--- config.mk ---
export PLATFORM = sky130hd
export DESIGN_NAME = texture_mip_extent_unit
export DESIGN_NICKNAME = d
export VERILOG_FILES = /design/src/rtl/mipx_pkg.sv /design/src/rtl/mipx_front.sv /design/src/rtl/mipx_step.sv /design/src/rtl/mipx_scale.sv /design/src/rtl/texture_mip_extent_unit.sv
export SDC_FILE = /design/constraint.sdc
export NUM_CORES = 2
export LEC_CHECK = 0
export ABC_CLOCK_PERIOD_IN_PS = 10500
export BUFFER_PORTS_ARGS = -buffer_cell sky130_fd_sc_hd__clkbuf_2
export CAP_MARGIN = 15
export CORE_MARGIN = 1
export CORE_UTILIZATION = 40
export CTS_CLUSTER_DIAMETER = 200
export DETAILED_ROUTE_END_ITERATION = 10
export SYNTH_ARGS = -nofsm -noshare
export SYNTH_HDL_FRONTEND = slang
export SYNTH_SLANG_ARGS = --single-unit
--- constraint.sdc ---
create_clock -name clk -period 10.5 [get_ports clk]
set_input_delay 0.525 -clock clk [delete_from_list [all_inputs] [get_ports clk]]
set_output_delay 0.525 -clock clk [all_outputs]
set_load 0.01 [all_outputs]
--- src/rtl/mipx_pkg.sv ---
// Shared types, constants and format tables for the mip extent pipeline.
`timescale 1ns / 1ps
package mipx_pkg;

	localparam int unsigned DIM_W       = 16;
	localparam int unsigned EXT_W       = 17;
	localparam int unsigned FMT_W       = 7;
	localparam int unsigned CNT_W       = 5;
	localparam int unsigned LVL_W       = 4;
	localparam int unsigned BLK_W       = 4;
	localparam int unsigned MINB_W      = 2;
	localparam int unsigned RECIP_SHIFT = 20;
	localparam int unsigned RECIP_W     = 21;
	localparam int unsigned PROD_W      = EXT_W + RECIP_W;
	localparam int unsigned WALK_STEPS  = (1 << LVL_W) - 1;
	localparam int unsigned FRONT_STAGES = 3;
	localparam int unsigned LATENCY     = FRONT_STAGES + WALK_STEPS + 1;

	localparam logic [FMT_W-1:0] FIRST_PLAIN_FMT = 7'd26;
	localparam logic [CNT_W-1:0] MAX_LEVELS      = 5'd16;

	typedef struct packed {
		logic [BLK_W-1:0]  bw;
		logic [BLK_W-1:0]  bh;
		logic [MINB_W-1:0] mb;
	} blk_t;

	typedef struct packed {
		logic              comp;
		logic [CNT_W-1:0]  steps;
		logic [BLK_W-1:0]  bw;
		logic [BLK_W-1:0]  bh;
		logic [MINB_W-1:0] mb;
		logic [EXT_W-1:0]  qw;
		logic [EXT_W-1:0]  qh;
		logic [DIM_W-1:0]  d;
	} item_t;

	function automatic blk_t blk_of(input logic [FMT_W-1:0] fmt);
		blk_t b;
		case (fmt) inside
			[7'd0:7'd10], [7'd17:7'd20]: b = '{bw: 4'd4,  bh: 4'd4, mb: 2'd1};
			7'd11, 7'd13, 7'd15:         b = '{bw: 4'd8,  bh: 4'd4, mb: 2'd2};
			7'd12, 7'd14, 7'd16:         b = '{bw: 4'd4,  bh: 4'd4, mb: 2'd2};
			7'd21:                       b = '{bw: 4'd5,  bh: 4'd5, mb: 2'd1};
			7'd22:                       b = '{bw: 4'd6,  bh: 4'd6, mb: 2'd1};
			7'd23:                       b = '{bw: 4'd8,  bh: 4'd5, mb: 2'd1};
			7'd24:                       b = '{bw: 4'd8,  bh: 4'd6, mb: 2'd1};
			7'd25:                       b = '{bw: 4'd10, bh: 4'd5, mb: 2'd1};
			default:                     b = '{bw: 4'd1,  bh: 4'd1, mb: 2'd1};
		endcase
		return b;
	endfunction

	// ceil(2^20 / b); exact quotient for every dividend below 2^17
	function automatic logic [RECIP_W-1:0] recip(input logic [BLK_W-1:0] b);
		logic [RECIP_W-1:0] r;
		case (b)
			4'd4:    r = 21'd262144;
			4'd5:    r = 21'd209716;
			4'd6:    r = 21'd174763;
			4'd8:    r = 21'd131072;
			4'd10:   r = 21'd104858;
			default: r = 21'd1048576;
		endcase
		return r;
	endfunction

endpackage

--- src/rtl/mipx_front.sv ---
// Front pipeline: format decode, block-count division and level-zero alignment.
`timescale 1ns / 1ps
module mipx_front (
	input  logic                               clk,
	input  logic                               arst_n,
	input  logic                               in_valid,
	input  logic [mipx_pkg::FMT_W-1:0]         format_index,
	input  logic [mipx_pkg::DIM_W-1:0]         base_width,
	input  logic [mipx_pkg::DIM_W-1:0]         base_height,
	input  logic [mipx_pkg::DIM_W-1:0]         base_depth,
	input  logic [mipx_pkg::CNT_W-1:0]         level_count,
	input  logic [mipx_pkg::LVL_W-1:0]         wanted_level,
	output logic                               out_valid,
	output mipx_pkg::item_t                    out_item
);

	typedef struct packed {
		logic                               comp;
		logic [mipx_pkg::CNT_W-1:0]         steps;
		logic [mipx_pkg::BLK_W-1:0]         bw;
		logic [mipx_pkg::BLK_W-1:0]         bh;
		logic [mipx_pkg::MINB_W-1:0]        mb;
		logic [mipx_pkg::EXT_W-1:0]         xw;
		logic [mipx_pkg::EXT_W-1:0]         xh;
		logic [mipx_pkg::DIM_W-1:0]         d;
	} fr_t;

	logic                               plain;
	logic                               bypass;
	mipx_pkg::blk_t                     blk;
	logic [mipx_pkg::CNT_W-1:0]         lim;
	logic [mipx_pkg::CNT_W-1:0]         lvl1;
	fr_t                                nxt;

	logic                               v_s1, v_s2, v_s3;
	fr_t                                fr_s1, fr_s2;
	logic [mipx_pkg::PROD_W-1:0]        pw_s2, ph_s2;
	mipx_pkg::item_t                    it_s3;

	logic [mipx_pkg::PROD_W-1:0]        pw, ph;
	logic [mipx_pkg::EXT_W-1:0]         qw0, qh0;
	logic [mipx_pkg::EXT_W-1:0]         mbx;

	always_comb begin
		plain  = (format_index >= mipx_pkg::FIRST_PLAIN_FMT);
		bypass = !plain && (level_count == '0);
		lim    = (level_count > mipx_pkg::MAX_LEVELS) ? mipx_pkg::MAX_LEVELS : level_count;
		lvl1   = {1'b0, wanted_level} + 5'd1;
		if (bypass) begin
			blk = '{bw: 4'd1, bh: 4'd1, mb: 2'd0};
		end else begin
			blk = mipx_pkg::blk_of(format_index);
		end
		nxt.comp  = !plain;
		nxt.steps = plain ? lvl1 : ((lvl1 < lim) ? lvl1 : lim);
		nxt.bw    = blk.bw;
		nxt.bh    = blk.bh;
		nxt.mb    = blk.mb;
		nxt.xw    = {1'b0, base_width} + 17'(blk.bw) - 17'd1;
		nxt.xh    = {1'b0, base_height} + 17'(blk.bh) - 17'd1;
		nxt.d     = (!bypass && base_depth == '0) ? 16'd1 : base_depth;
	end

	assign pw  = {21'b0, fr_s1.xw} * {17'b0, mipx_pkg::recip(fr_s1.bw)};
	assign ph  = {21'b0, fr_s1.xh} * {17'b0, mipx_pkg::recip(fr_s1.bh)};
	assign qw0 = pw_s2[mipx_pkg::RECIP_SHIFT +: mipx_pkg::EXT_W];
	assign qh0 = ph_s2[mipx_pkg::RECIP_SHIFT +: mipx_pkg::EXT_W];
	assign mbx = 17'(fr_s2.mb);

	always_ff @(posedge clk or negedge arst_n) begin
		if (!arst_n) begin
			v_s1 <= 1'b0;
			v_s2 <= 1'b0;
			v_s3 <= 1'b0;
		end else begin
			v_s1 <= in_valid;
			v_s2 <= v_s1;
			v_s3 <= v_s2;
		end
	end

	always_ff @(posedge clk) begin
		fr_s1       <= nxt;
		fr_s2       <= fr_s1;
		pw_s2       <= pw;
		ph_s2       <= ph;
		it_s3.comp  <= fr_s2.comp;
		it_s3.steps <= fr_s2.steps;
		it_s3.bw    <= fr_s2.bw;
		it_s3.bh    <= fr_s2.bh;
		it_s3.mb    <= fr_s2.mb;
		it_s3.qw    <= (qw0 < mbx) ? mbx : qw0;
		it_s3.qh    <= (qh0 < mbx) ? mbx : qh0;
		it_s3.d     <= fr_s2.d;
	end

	assign out_valid = v_s3;
	assign out_item  = it_s3;

endmodule

--- src/rtl/mipx_step.sv ---
// One mip level step: halve block counts and depth, apply floors.
`timescale 1ns / 1ps
module mipx_step #(
	parameter int unsigned STEP_IDX = 1
) (
	input  logic            clk,
	input  logic            arst_n,
	input  logic            in_valid,
	input  mipx_pkg::item_t in_item,
	output logic            out_valid,
	output mipx_pkg::item_t out_item
);

	localparam logic [mipx_pkg::CNT_W-1:0] IDX = mipx_pkg::CNT_W'(STEP_IDX);

	logic                               active;
	logic [mipx_pkg::EXT_W:0]           wp1, hp1;
	logic [mipx_pkg::EXT_W-1:0]         hw, hh, mbx;
	logic [mipx_pkg::DIM_W-1:0]         hd;
	mipx_pkg::item_t                    nxt;
	logic                               v_q;
	mipx_pkg::item_t                    it_q;

	always_comb begin
		active = (in_item.steps > IDX);
		mbx    = 17'(in_item.mb);
		wp1    = {1'b0, in_item.qw} + 18'd1;
		hp1    = {1'b0, in_item.qh} + 18'd1;
		hw     = in_item.comp ? wp1[mipx_pkg::EXT_W:1] : (in_item.qw >> 1);
		hh     = in_item.comp ? hp1[mipx_pkg::EXT_W:1] : (in_item.qh >> 1);
		hd     = in_item.d >> 1;
		nxt    = in_item;
		if (active) begin
			nxt.qw = (hw < mbx) ? mbx : hw;
			nxt.qh = (hh < mbx) ? mbx : hh;
			nxt.d  = (hd == '0) ? 16'd1 : hd;
		end
	end

	always_ff @(posedge clk or negedge arst_n) begin
		if (!arst_n) begin
			v_q <= 1'b0;
		end else begin
			v_q <= in_valid;
		end
	end

	always_ff @(posedge clk) begin
		it_q <= nxt;
	end

	assign out_valid = v_q;
	assign out_item  = it_q;

endmodule

--- src/rtl/mipx_scale.sv ---
// Output stage: block counts back to texels, result registers and strobe.
`timescale 1ns / 1ps
module mipx_scale (
	input  logic                         clk,
	input  logic                         arst_n,
	input  logic                         in_valid,
	input  mipx_pkg::item_t              in_item,
	output logic                         done,
	output logic [mipx_pkg::EXT_W-1:0]   mip_width,
	output logic [mipx_pkg::EXT_W-1:0]   mip_height,
	output logic [mipx_pkg::DIM_W-1:0]   mip_depth
);

	logic [mipx_pkg::EXT_W+mipx_pkg::BLK_W-1:0] pw, ph;
	logic                                       done_q;
	logic [mipx_pkg::EXT_W-1:0]                 w_q, h_q;
	logic [mipx_pkg::DIM_W-1:0]                 d_q;

	assign pw = {4'b0, in_item.qw} * {17'b0, in_item.bw};
	assign ph = {4'b0, in_item.qh} * {17'b0, in_item.bh};

	always_ff @(posedge clk or negedge arst_n) begin
		if (!arst_n) begin
			done_q <= 1'b0;
		end else begin
			done_q <= in_valid;
		end
	end

	always_ff @(posedge clk) begin
		w_q <= pw[mipx_pkg::EXT_W-1:0];
		h_q <= ph[mipx_pkg::EXT_W-1:0];
		d_q <= in_item.d;
	end

	assign done       = done_q;
	assign mip_width  = w_q;
	assign mip_height = h_q;
	assign mip_depth  = d_q;

endmodule

--- src/rtl/texture_mip_extent_unit.sv ---
// Top level of the mip level extent pipeline.
//
// channel   direction  handshake            payload
// command   in         start, busy          format_index, base_width, base_height,
//                                           base_depth, level_count, wanted_level
// result    out        done (one cycle)     mip_width, mip_height, mip_depth
//
// One transaction per cycle; busy stays low, every start is taken.
// The pipeline has three front stages (decode, reciprocal multiply,
// alignment), fifteen level stages and one output stage.
// arst_n clears all valid bits; no transaction survives reset.
// The receiver cannot stall, so the pipeline never holds.
`timescale 1ns / 1ps
module texture_mip_extent_unit (
	input  logic                               clk,
	input  logic                               arst_n,
	input  logic                               start,
	output logic                               busy,
	input  logic [mipx_pkg::FMT_W-1:0]         format_index,
	input  logic [mipx_pkg::DIM_W-1:0]         base_width,
	input  logic [mipx_pkg::DIM_W-1:0]         base_height,
	input  logic [mipx_pkg::DIM_W-1:0]         base_depth,
	input  logic [mipx_pkg::CNT_W-1:0]         level_count,
	input  logic [mipx_pkg::LVL_W-1:0]         wanted_level,
	output logic                               done,
	output logic [mipx_pkg::EXT_W-1:0]         mip_width,
	output logic [mipx_pkg::EXT_W-1:0]         mip_height,
	output logic [mipx_pkg::DIM_W-1:0]         mip_depth
);

	logic                   vld [mipx_pkg::WALK_STEPS+1];
	mipx_pkg::item_t        itm [mipx_pkg::WALK_STEPS+1];

	assign busy = 1'b0;

	mipx_front u_front (
		.clk          (clk),
		.arst_n       (arst_n),
		.in_valid     (start),
		.format_index (format_index),
		.base_width   (base_width),
		.base_height  (base_height),
		.base_depth   (base_depth),
		.level_count  (level_count),
		.wanted_level (wanted_level),
		.out_valid    (vld[0]),
		.out_item     (itm[0])
	);

	for (genvar g = 0; g < mipx_pkg::WALK_STEPS; g++) begin : g_walk
		mipx_step #(
			.STEP_IDX (g + 1)
		) u_step (
			.clk       (clk),
			.arst_n    (arst_n),
			.in_valid  (vld[g]),
			.in_item   (itm[g]),
			.out_valid (vld[g+1]),
			.out_item  (itm[g+1])
		);
	end

	mipx_scale u_scale (
		.clk        (clk),
		.arst_n     (arst_n),
		.in_valid   (vld[mipx_pkg::WALK_STEPS]),
		.in_item    (itm[mipx_pkg::WALK_STEPS]),
		.done       (done),
		.mip_width  (mip_width),
		.mip_height (mip_height),
		.mip_depth  (mip_depth)
	);

endmodule

==> flow_summary.ini <==
[outcome]
status = finished with violations
violations = design-rule violations

[synth]
ys_seq_area_share_pct = 35.3
synth_cell_type_count = 85
syn_area_mm2 = 0.0699
synth_warnings = 0
syn_area_per_cell_um2 = 8.55
ys_async_sr_fraction_pct = 1.55
synth-edff-count = 0
ys_seq_elements = 1227
synth.net_count = 9075
synth_ff_type = dfxtp_1
netlist_instances = 8181

[clocking]
clkTransAtPathRegs_ns = 0.06
htree_levels = 4
cts_tree = done
cts_buffer_depth = 3
cts_buffers = 136
clk_latency_ns = 0.77
post_cts_buffers = 0
numClockSinks = 1227
clockRootBuffer = clkbuf_16

[critical_path]
path_max_fanout = 17
critical_path.endpoint_type = flop
crit_type = reg -> reg
cp-start-kind = flop
arrival_ns = 8.60
required_ns = 11.13

[routing]
dr.pass1.iters = 8
via_per_inst = 5.08
drt_iter0_drc = 2919
postRouteAntennaNets = 0
via_count = 53458
drc_errors = 2
detail_route.wl_per_cell_um = 14.7
wl_mm = 155

[floorplanning]
boundaryPins = 119
design.die.area_mm2 = 0.176
die_w_um = 420
start_util_pct = 40.2
core_mm2 = 0.174
rows = 153
die_h_um = 420

[power_and_ir_drop]
p_total_mw = 17.4
power_frac_seq_pct = 43.4
p_int_mw = 11.2
clock_power_share_pct = 28.2
p_sw_share_pct = 36.0
leakagePower_nw = 34.5
power_density_mw_per_mm2 = 226
netSwitchingPower_mw = 6.28
combPwrFrac_pct = 28.3
vdd_drop_max_mv = 0.157

[timing]
period_share_pct = 75.9
fin_crit_ns = 7.97
tightest_slew_ns = 1.14
grt_setup_unrepaired = no
slew_headroom_pct = 23.6
slew_violations = 0
setup_tns_ns = 0
skew_ns = 0.0386
final-hold-violation-count = 0
max_freq_mhz = 125
setup_viol = 0

[global_route]
grt_pass1_wl_mm = 259
grt.total_usage_pct = 17.7
antenna_found_initial = 1
grt_start_max_net_pins = 75
grt_pass1_vias = 52092
gr-total-overflow = 0

[placed_design]
port_buffers = 117
post-dp-hpwl_mm = 122
gp_congestion = 0.893

[cells_and_area]
fillerInstances = 16997
multi_input_area_mm2 = 0.0406
nNetsFinal = 8973
drive_gt1_share_pct = 6.26
regArea_mm2 = 0.0247
area_delta_synth_final_pct = 10.4

[min_path]
min_path_type = in -> reg

[job]
maxCapViolCount = 0
## synthesized netlist by cell type (all sizes together) (45+ instances only)
master | n | share of area, %
nor2 | 420 | 2.3
fa | 401 | 11
nor2b | 70 | 0.63
and3 | 99 | 0.89
and2 | 198 | 1.8
o211ai | 78 | 0.84
xnor2 | 201 | 2.5
nor3 | 131 | 0.94
nand3 | 381 | 2.7
ha | 426 | 7.6
a31oi | 50 | 0.45
a21o | 45 | 0.48
mux2i | 155 | 2.2
xor2 | 63 | 0.79
nand2 | 1327 | 7.1
a21oi | 473 | 3.4
dfxtp | 1208 | 35
inv | 846 | 4.5
nor4 | 97 | 0.92
o21ai | 304 | 2.2
clkbuf | 372 | 2.0
mux2 | 61 | 0.98
nand4 | 132 | 1.2
## state kept, by name (all words and copies together) (netlist names)
register,flops
u_front.out_item,65
u_front.v_s2,1
u_front.out_valid,1
g_walk.u_step.out_item,963
u_front.ph_s2,17
u_front.fr_s2,31
u_front.v_s1,1
u_scale.mip_height,17
u_scale.mip_width,17
g_walk.u_step.out_valid,15
u_scale.done,1
u_front.pw_s2,17
u_scale.mip_depth,16
u_front.fr_s1,65
## cell families after synthesis
logic type	count (synthesis)	synth area share, %
XOR/XNOR	264	3.31
AO/OA/AOI/OAI	1321	11.6
other	1	0.00536
AND/OR/NAND/NOR	3065	20.7
multiplexers	216	3.20
flip-flops	1227	35.3
adder cells (fa/ha/maj)	827	19.1
buffers and inverters	1260	6.84
## power groups by stage
stage          Clock, mW  Combinational, mW  Sequential, mW
3_5_place_dp           0               4.95            7.65
2_1_floorplan          0               4.31            6.86
6_report            4.93               4.95            7.58
3_3_place_gp           0               4.86            7.63
5_1_grt             5.30               5.74            7.81
4_1_cts             5.09               5.00            7.56
## metal layers
metal / wire length, um / GRT usage (%) / vias to the layer above
met3: 5440 / 2.68 / 245
met2: 74500 / 30.4 / 880
met5: 0 / 0 / -
met1: 71300 / 22.9 / 25042
li1: - / - / 27291
met4: 3780 / 5.34 / 0
## final timing paths
| check | startpoint | endpoint | slack, ns | cells past startpoint |
|---|---|---|---|---|
| worst min register to register | g_walk[3].u_step.out_item[59] | g_walk[4].u_step.out_item[59] | 0.29 | 0 |
| worst max register to register | u_front.fr_s1[59] | u_front.pw_s2[36] | 2.53 | 26 |
| worst max-delay path | u_front.fr_s1[59] | u_front.pw_s2[36] | 2.53 | 26 |
| min in group asynchronous | arst_n | u_scale.done | 0.24 | 2 |
| max in group asynchronous | arst_n | u_front.v_s1 | 9.91 | 2 |
| worst min-delay path | level_count[0] | u_front.fr_s1[60] | 0.08 | 3 |
## worst max-delay path, stage by stage (launching register included)
cell       delay, ns
dfxtp_1         0.31
nand2b_1        0.20
nor2_1          0.45
and2_1          0.49
o21bai_1        0.18
buf_4           0.25
and2_1          0.23
fa_1            0.50
inv_1           0.10
fa_1            0.46
fa_1            0.52
inv_1           0.05
fa_1            0.48
fa_1            0.57
inv_1           0.06
fa_1            0.54
inv_1           0.05
ha_1            0.32
o21a_1          0.21
o21ai_0         0.27
a211oi_1        0.16
a221oi_1        0.37
a2bb2oi_1       0.21
o31a_1          0.30
o21ai_0         0.14
o41ai_1         0.33
xnor2_1         0.13
## area by class of cell
class / count / area share (%)
clock buffer: 188 / 5.00
sequential: 1227 / 31.9
inverter: 846 / 4.11
antenna: 1 / 0.00324
tap: 2325 / 3.77
multi-input combinational: 5694 / 52.6
clock inverter: 61 / 1.16
timing repair buffer: 174 / 1.42
## through the flow
| step | std cells | setup WS (ns) | instance area [um^2] | hold slack, ns | utilization [%] |
|---|---|---|---|---|---|
| 2_1_floorplan | 8181 | 3.77 | 69900 | 0.229 | - |
| 3_3_place_gp | 10240 | 2.75 | 72200 | 0.310 | 41.5 |
| 6_report | 10516 | 2.53 | 77200 | 0.0809 | 44.4 |
| 3_5_place_dp | 10240 | 2.66 | 72200 | 0.312 | 41.5 |
| 5_1_grt | 10516 | 2.01 | 77200 | 0.0754 | 44.4 |
| 4_1_cts | 10514 | 2.63 | 77200 | 0.00184 | 44.4 |
## layout by cell type (no fill, tap or decap), types with 131 or more instances in the layout
cell type and n:
inv_1 846, a21oi_1 471, o21ai_0 303, and2_1 196, fa_1 401, nand2_1 1326, ha_1 426, mux2i_1 155
nand4_1 131, clkbuf_16 137, nor2_1 419, dfxtp_1 1207, xnor2_1 201, nand3_1 381
## repair_timing
item                                   in CTS  in global routing
endpoints found under the hold margin      43                  0
hold buffers                               25                  0
resized for setup                           0                  0
(Power assumes the default switching activity.)
